--- config.mk ---
export PLATFORM = sky130hd
export DESIGN_NAME = timestamp_difference_hms
export DESIGN_NICKNAME = d
export VERILOG_FILES = /design/src/rtl/tdh_pkg.sv /design/src/rtl/tdh_secs.sv /design/src/rtl/timestamp_difference_hms.sv
export SDC_FILE = /design/constraint.sdc
export NUM_CORES = 2
export LEC_CHECK = 0
export ABC_AREA = 1
export BUFFER_PORTS_ARGS = -buffer_cell sky130_fd_sc_hd__buf_4
export CAP_MARGIN = 20
export CORE_MARGIN = 2
export CORE_UTILIZATION = 45
export CTS_CLUSTER_DIAMETER = 60
export DETAILED_ROUTE_END_ITERATION = 6
export PLACE_DENSITY_LB_ADDON = 0.1
export SYNTH_ARGS = -nofsm -noshare
export SYNTH_HDL_FRONTEND = slang
export SYNTH_SLANG_ARGS = --single-unit
--- constraint.sdc ---
create_clock -name clk -period 36.6 [get_ports clk]
set_input_delay 7.32 -clock clk [delete_from_list [all_inputs] [get_ports clk]]
set_output_delay 7.32 -clock clk [all_outputs]
set_load 0.03 [all_outputs]
--- src/rtl/tdh_pkg.sv ---
// Shared constants and the month offset table for the timestamp difference block.
// No dependencies; used by tdh_secs and timestamp_difference_hms.
package tdh_pkg;

    localparam int                TOD_BITS    = 17;
    localparam int                LANE_STAGES = 4;
    localparam int                HOURS_BITS  = 27;
    localparam int                X_BITS      = 35;
    localparam int                RECIP_SHIFT = 35;
    localparam logic [27:0]       RECIP_225   = 28'd152709948;
    localparam logic [12:0]       RECIP_60    = 13'd4369;
    localparam logic [63:0]       SAT_SECONDS = 64'd483183820800;
    localparam logic [HOURS_BITS-1:0] HOURS_MAX = '1;

    function automatic logic [8:0] month_offset(input logic [3:0] month);
        logic [8:0] days;
        unique case (month)
            4'd0, 4'd1: days = 9'd0;
            4'd2:       days = 9'd31;
            4'd3:       days = 9'd59;
            4'd4:       days = 9'd90;
            4'd5:       days = 9'd120;
            4'd6:       days = 9'd151;
            4'd7:       days = 9'd181;
            4'd8:       days = 9'd212;
            4'd9:       days = 9'd243;
            4'd10:      days = 9'd273;
            4'd11:      days = 9'd304;
            4'd12:      days = 9'd334;
            default:    days = 9'd365;
        endcase
        return days;
    endfunction

endpackage

--- src/rtl/tdh_secs.sv ---
// Four-stage pipeline that turns one timestamp into seconds since the start of year 0.
// Depends on tdh_pkg; instantiated twice by timestamp_difference_hms.
module tdh_secs #(
    parameter int YEAR_BITS = 14
) (
    input  logic                  clk,
    input  logic                  adv,
    input  logic [YEAR_BITS-1:0]  year,
    input  logic [3:0]            month,
    input  logic [4:0]            day,
    input  logic [4:0]            hour,
    input  logic [5:0]            minute,
    input  logic [5:0]            second,
    output logic [YEAR_BITS+25:0] secs
);

    localparam int TW = YEAR_BITS + 1;
    localparam int MW = TW - 6;
    localparam int DW = YEAR_BITS + 9;
    localparam int SW = YEAR_BITS + 26;
    localparam int PW = TW + MW;
    localparam logic [MW-1:0] RECIP_100 = MW'((1 << TW) / 100);

    // stage 1
    logic [TW-1:0]                  t_next;
    logic [TW-1:0]                  q4_next;
    logic [DW-1:0]                  base_next;
    logic [tdh_pkg::TOD_BITS-1:0]   tod_next;
    logic [TW-1:0]                  t_reg;
    logic [PW-1:0]                  prod_reg;
    logic [1:0]                     ylow_reg;
    logic                           late_reg;
    logic [DW-1:0]                  base_reg;
    logic [tdh_pkg::TOD_BITS-1:0]   tod_reg;

    // stage 2
    logic [MW-1:0]                  q_est;
    logic [TW-1:0]                  rem_full;
    logic [TW-1:0]                  rem_cor;
    logic                           fix;
    logic [MW-1:0]                  q100_next;
    logic                           leap;
    logic [MW-1:0]                  q100_reg;
    logic                           leap_add_reg;
    logic [DW-1:0]                  base2_reg;
    logic [tdh_pkg::TOD_BITS-1:0]   tod2_reg;

    // stage 3
    logic [MW-1:0]                  q400;
    logic [DW-1:0]                  days_next;
    logic [DW-1:0]                  days_reg;
    logic [tdh_pkg::TOD_BITS-1:0]   tod3_reg;

    // stage 4
    logic [SW-1:0]                  secs_next;
    logic [SW-1:0]                  secs_reg;

    always_comb
    begin
        t_next    = TW'(year) + TW'(99);
        q4_next   = (TW'(year) + TW'(3)) >> 2;
        base_next = DW'(year) * DW'(365) + DW'(q4_next)
                  + DW'(tdh_pkg::month_offset(month)) + DW'(day);
        tod_next  = tdh_pkg::TOD_BITS'(hour) * tdh_pkg::TOD_BITS'(3600)
                  + tdh_pkg::TOD_BITS'(minute) * tdh_pkg::TOD_BITS'(60)
                  + tdh_pkg::TOD_BITS'(second);
    end

    always_ff @(posedge clk)
    begin
        if (adv)
        begin
            t_reg    <= t_next;
            prod_reg <= PW'(t_next) * PW'(RECIP_100);
            ylow_reg <= year[1:0];
            late_reg <= (month >= 4'd3);
            base_reg <= base_next;
            tod_reg  <= tod_next;
        end
    end

    // divide by 100: reciprocal estimate, then one correction step
    always_comb
    begin
        q_est     = prod_reg[PW-1:TW];
        rem_full  = t_reg - TW'(q_est) * TW'(100);
        fix       = (rem_full >= TW'(100));
        q100_next = fix ? q_est + MW'(1) : q_est;
        rem_cor   = fix ? rem_full - TW'(100) : rem_full;
        leap      = (ylow_reg == 2'd0) && ((rem_cor != TW'(99)) || (q100_next[1:0] == 2'd0));
    end

    always_ff @(posedge clk)
    begin
        if (adv)
        begin
            q100_reg     <= q100_next;
            leap_add_reg <= leap && late_reg;
            base2_reg    <= base_reg;
            tod2_reg     <= tod_reg;
        end
    end

    always_comb
    begin
        q400      = (q100_reg + MW'(3)) >> 2;
        days_next = base2_reg + DW'(q400) - DW'(q100_reg) + DW'(leap_add_reg);
    end

    always_ff @(posedge clk)
    begin
        if (adv)
        begin
            days_reg <= days_next;
            tod3_reg <= tod2_reg;
        end
    end

    always_comb
    begin
        secs_next = SW'(days_reg) * SW'(86400) + SW'(tod3_reg);
    end

    always_ff @(posedge clk)
    begin
        if (adv)
        begin
            secs_reg <= secs_next;
        end
    end

    assign secs = secs_reg;

endmodule

--- src/rtl/timestamp_difference_hms.sv ---
// Top level of the timestamp difference block: two timestamp lanes, difference and h/m/s split.
// Depends on tdh_pkg and tdh_secs.
//
// Takes one pair of calendar timestamps per beat and returns the absolute difference
// as whole hours, minutes and seconds. One beat enters per clock cycle while the pipeline
// is not held; four stages form each timestamp's second count, and six take the difference
// and divide it by 3600 and then by 60. The whole
// pipeline holds while a result waits on out_ready, so in_ready follows out_ready
// whenever the last stage is full. Fields are not range checked; a difference beyond
// the hours field saturates to all ones with 59 minutes and 59 seconds.
module timestamp_difference_hms #(
    parameter int YEAR_BITS = 14
) (
    input  logic                  clk,
    input  logic                  rst_n,
    input  logic                  in_valid,
    output logic                  in_ready,
    input  logic [YEAR_BITS-1:0]  year_a,
    input  logic [3:0]            month_a,
    input  logic [4:0]            day_a,
    input  logic [4:0]            hour_a,
    input  logic [5:0]            minute_a,
    input  logic [5:0]            second_a,
    input  logic [YEAR_BITS-1:0]  year_b,
    input  logic [3:0]            month_b,
    input  logic [4:0]            day_b,
    input  logic [4:0]            hour_b,
    input  logic [5:0]            minute_b,
    input  logic [5:0]            second_b,
    output logic                  out_valid,
    input  logic                  out_ready,
    output logic [26:0]           diff_hours,
    output logic [5:0]            diff_minutes,
    output logic [5:0]            diff_seconds
);

    localparam int SW     = YEAR_BITS + 26;
    localparam int STAGES = tdh_pkg::LANE_STAGES + 6;
    localparam int HB     = tdh_pkg::HOURS_BITS;
    localparam int XB     = tdh_pkg::X_BITS;

    logic               adv;
    logic [STAGES-1:0]  v_reg;
    logic [SW-1:0]      secs_a;
    logic [SW-1:0]      secs_b;

    // difference
    logic [SW-1:0]      diff_reg;

    // reciprocal multiply by 1/225
    logic [63:0]        diff_ext;
    logic [XB-1:0]      x_next;
    logic [45:0]        pp_hi_reg;
    logic [44:0]        pp_lo_reg;
    logic [XB-1:0]      x_reg;
    logic [3:0]         low4_reg;
    logic               sat_reg;

    logic [62:0]        prod;
    logic [HB-1:0]      q_est_reg;
    logic [XB-1:0]      x2_reg;
    logic [3:0]         low4b_reg;
    logic               sat2_reg;

    logic [XB-1:0]      r225;
    logic               fix225;
    logic [7:0]         rem225;
    logic [HB-1:0]      hours_next;
    logic [11:0]        rest_next;
    logic [HB-1:0]      hours_reg;
    logic [11:0]        rest_reg;
    logic               sat3_reg;

    logic [24:0]        mprod;
    logic [5:0]         min_est_reg;
    logic [11:0]        rest2_reg;
    logic [HB-1:0]      hours2_reg;
    logic               sat4_reg;

    logic [11:0]        r60;
    logic               fix60;
    logic [HB-1:0]      out_hours_reg;
    logic [5:0]         out_minutes_reg;
    logic [5:0]         out_seconds_reg;

    assign adv      = !v_reg[STAGES-1] || out_ready;
    assign in_ready = adv;

    always_ff @(posedge clk or negedge rst_n)
    begin
        if (!rst_n)
        begin
            v_reg <= '0;
        end
        else if (adv)
        begin
            v_reg <= {v_reg[STAGES-2:0], in_valid};
        end
    end

    tdh_secs #(
        .YEAR_BITS (YEAR_BITS)
    ) u_lane_a (
        .clk    (clk),
        .adv    (adv),
        .year   (year_a),
        .month  (month_a),
        .day    (day_a),
        .hour   (hour_a),
        .minute (minute_a),
        .second (second_a),
        .secs   (secs_a)
    );

    tdh_secs #(
        .YEAR_BITS (YEAR_BITS)
    ) u_lane_b (
        .clk    (clk),
        .adv    (adv),
        .year   (year_b),
        .month  (month_b),
        .day    (day_b),
        .hour   (hour_b),
        .minute (minute_b),
        .second (second_b),
        .secs   (secs_b)
    );

    always_ff @(posedge clk)
    begin
        if (adv)
        begin
            diff_reg <= (secs_b >= secs_a) ? secs_b - secs_a : secs_a - secs_b;
        end
    end

    // drop the low four bits (3600 = 16 * 225) and split the multiply in two
    always_comb
    begin
        diff_ext = 64'(diff_reg);
        x_next   = diff_ext[XB+3:4];
    end

    always_ff @(posedge clk)
    begin
        if (adv)
        begin
            pp_hi_reg <= 46'(x_next[XB-1:17]) * 46'(tdh_pkg::RECIP_225);
            pp_lo_reg <= 45'(x_next[16:0]) * 45'(tdh_pkg::RECIP_225);
            x_reg     <= x_next;
            low4_reg  <= diff_ext[3:0];
            sat_reg   <= (diff_ext >= tdh_pkg::SAT_SECONDS);
        end
    end

    assign prod = {pp_hi_reg, 17'b0} + 63'(pp_lo_reg);

    always_ff @(posedge clk)
    begin
        if (adv)
        begin
            q_est_reg <= prod[tdh_pkg::RECIP_SHIFT+HB-1:tdh_pkg::RECIP_SHIFT];
            x2_reg    <= x_reg;
            low4b_reg <= low4_reg;
            sat2_reg  <= sat_reg;
        end
    end

    always_comb
    begin
        r225       = x2_reg - XB'(q_est_reg) * XB'(225);
        fix225     = (r225 >= XB'(225));
        hours_next = fix225 ? q_est_reg + HB'(1) : q_est_reg;
        rem225     = fix225 ? 8'(r225 - XB'(225)) : 8'(r225);
        rest_next  = {rem225, low4b_reg};
    end

    always_ff @(posedge clk)
    begin
        if (adv)
        begin
            hours_reg <= hours_next;
            rest_reg  <= rest_next;
            sat3_reg  <= sat2_reg;
        end
    end

    assign mprod = 25'(rest_reg) * 25'(tdh_pkg::RECIP_60);

    always_ff @(posedge clk)
    begin
        if (adv)
        begin
            min_est_reg <= mprod[23:18];
            rest2_reg   <= rest_reg;
            hours2_reg  <= hours_reg;
            sat4_reg    <= sat3_reg;
        end
    end

    always_comb
    begin
        r60   = rest2_reg - 12'(min_est_reg) * 12'(60);
        fix60 = (r60 >= 12'(60));
    end

    always_ff @(posedge clk)
    begin
        if (adv)
        begin
            if (sat4_reg)
            begin
                out_hours_reg   <= tdh_pkg::HOURS_MAX;
                out_minutes_reg <= 6'd59;
                out_seconds_reg <= 6'd59;
            end
            else
            begin
                out_hours_reg   <= hours2_reg;
                out_minutes_reg <= fix60 ? min_est_reg + 6'd1 : min_est_reg;
                out_seconds_reg <= fix60 ? 6'(r60 - 12'(60)) : 6'(r60);
            end
        end
    end

    assign out_valid    = v_reg[STAGES-1];
    assign diff_hours   = out_hours_reg;
    assign diff_minutes = out_minutes_reg;
    assign diff_seconds = out_seconds_reg;

endmodule
==> reports/results.md <==
Status
* **outcome** finished clean

Final layout
* **top library cells by usage in the layout, fill and taps aside** inv_1, nand2_1, ha_1, edfxtp_1, fa_1
* **Syn-to-layout area delta** 8.512%
* **# diodes** 0
* **Largest register FFs** 42
* **net count reported at finish** 12,261
* **leading cell type in the layout, fill and taps excluded** inv_1
* **share of layout cells above drive strength 1** 3.814%
* **final cell utilization of the core** 49.12%

Critical path
* **FF-to-FF path depth** 20
* **standard cell with the maximum stage delay on the critical path** nand2_4
* **largest stage delay on the critical path** 0.39 ns
* **WP data arrival** 8.13 ns
* **nature of the critical path startpoint** input pin
* **endpoint required time on the critical path** 29.28 ns
* **kind of critical path** input pin to primary output
* **endpoint type of the worst setup path** primary output
* **most used cell along the critical path** buf_4
* **critical path peak fanout** 39
* **series of cell instances along the critical path** buf_4, inv_1, nand2_4, buf_4

Timing
* **endpoints failing setup** 0
* **setup TNS** 0 ns
* **Hold Vio Cnt, Final** 0
* **worst relative slew slack** 33.59%
* **final critical delay including setup and external delays** 15.45 ns
* **unrepaired setup endpoints after global routing** no
* **pins over their slew limit** 0
* **Setup Skew** 0.03227 ns
* **maximum achievable frequency** 0.06471 GHz
* **Worst Max-Slew Pin Slew** 0.9962 ns
* **share of the clock period used by the worst path after layout** 42.23%

Routing
* **DR DRC count** 0
* **WL/cell** 17.34 um
* **TritonRoute pass-1 iters** 6
* **Iteration-0 DRC Markers** 3,407
* **drt total wl** 217,900 um
* **number of vias in the routed layout** 63,361
* **antenna viol nets, final** 0
* **routed vias/inst** 5.042

Floorplan
* **DIE WIDTH** 444.1 um
* **starting density of the core** 45.26%
* **area of the core** 192,600 um^2
* **die height** 444.1 um
* **number of top-level design ports** 125
* **full die area** 197,300 um^2
* **Core Rows** 161

Global routing
* **first-pass GRT wire length** 349,700 um
* **vias in the first global route** 65,329
* **pin count of the biggest net entering global routing** 150
* **Overflow after GRT** 0
* **number of antenna violations at the first check in global routing** 1
* **Overall Global Routing Usage** 22.33%

Yosys
* **post-synthesis sequential area ratio** 25.57%
* **post-synthesis async set-or-reset flop share** 1.344%
* **top_reg_cell synth** edfxtp_1
* **synthesized netlist cell count** 9,775
* **number of distinct library cell variants in the gate-level netlist after synthesis** 62
* **Synth Cell Area** 87,170 um^2
* **synthesized flop and latch total** 744
* **number of warnings issued by yosys** 0
* **total nets after synthesis** 12,077
* **number of enable flip-flop cells after synthesis** 734
* **average instance area after synthesis** 8.918 um^2

Min path
* **worst min-delay path category** flop to flop
* **cell depth of the worst min-delay path** 0

Clock network
* **latest clock arrival within the worst-skew pair** 0.74 ns
* **H-Tree Level Count** 3
* **maximum buffer depth of the clock tree** 3
* **clock tree sinks** 744
* **total CTS buffers** 101
* **TritonCTS clock tree** yes
* **Resized Gates After CTS** 0
* **hold buffer count at cts** 0
* **clock root buffer** clkbuf_16
* **buffers inserted by post-CTS timing repair** 0
* **clock transition at the register clock pins on the worst setup and hold paths after CTS** 0.06 ns

Placement
* **final estimated routing congestion in global placement** 0.9484
* **number of buffers inserted by port buffering** 124
* **HPWL reported at the end of detailed placement** 186,300 um

Run
* **max_cap viols** 0

-- final timing paths --
check                                          start          endpoint  slack (ns)
worst min register to register  u_lane_b.tod3_reg[1]  u_lane_b.secs[1]        0.40
worst min-delay path            u_lane_b.tod3_reg[1]  u_lane_b.secs[1]        0.40
max in group asynchronous                      rst_n          v_reg[2]       30.05
min in group asynchronous                      rst_n          v_reg[9]        6.41
worst max register to register          diff_reg[28]     pp_hi_reg[39]       29.86
worst max-delay path                       out_ready          in_ready       21.15
-- final cells by class --
cell class | count | area (um^2)
sequential | 744 | 22290
tap | 2526 | 3161
multi-input combinational | 6694 | 56070
clock buffer | 111 | 2608
inverter | 2271 | 8524
timing repair buffer | 147 | 1129
clock inverter | 74 | 804.5
fill | 18503 | 97990
-- per-stage QoR --
step                      setup slack, ns  area (um^2)  hold slack (ns)  instances
after floorplan                     1.686        87170           0.4003       9775
after global placement              21.10        91180           0.4003      12382
after detailed placement            21.11        91180           0.4045      12382
after CTS                           21.10        94590           0.4016      12567
after global routing                21.06        94590           0.4188      12567
final                               21.15        94590           0.4004      12567
-- cell usage after synthesis, types with 34 or more instances --
| cell | n | share of area, % |
|---|---|---|
| nand4_1 | 134 | 0.96 |
| ha_1 | 1485 | 21 |
| fa_1 | 733 | 17 |
| o21ai_0 | 307 | 1.8 |
| clkbuf_1 | 54 | 0.23 |
| xnor2_1 | 171 | 1.7 |
| a21oi_1 | 612 | 3.5 |
| nand3_1 | 299 | 1.7 |
| edfxtp_1 | 734 | 25 |
| xor2_1 | 370 | 3.7 |
| inv_1 | 2268 | 9.8 |
| nor3_1 | 84 | 0.48 |
| nor2_1 | 622 | 2.7 |
| o21bai_1 | 34 | 0.29 |
| nand2_1 | 1496 | 6.4 |
| or2_2 | 44 | 0.32 |
-- worst max-delay path: cells and delay by family --
| family | cells | cell delay (ns) |
|---|---|---|
| buffers and inverters | 3 | 0.40 |
| and+or+nand+nor | 1 | 0.39 |
-- routing by layer --
metal | track usage, % | vias up | part of all wire [%]
met5 | 0 | - | 0
met4 | 6.020 | 0 | 2.9
li1 | - | 31882 | -
met2 | 38.71 | 965 | 48
met1 | 29.55 | 30230 | 46
met3 | 2.495 | 284 | 3.3
-- logic make-up (layout without fill, tap and decap cells) --
kind of cell    Yosys count  count (layout)  share of synthesized area [%]
flops                   744             744                          25.57
simple gates           2745            2745                          13.15
buf+inv                2337            2603                          10.11
compound gates         1189            1189                          7.561
xor+xnor                542             542                          5.454
fa+ha+maj              2218            2218                          38.15
Power is left out: the tool's default activity adds up to more than one toggle a clock period on the data nets, which glitch-free logic cannot reach.
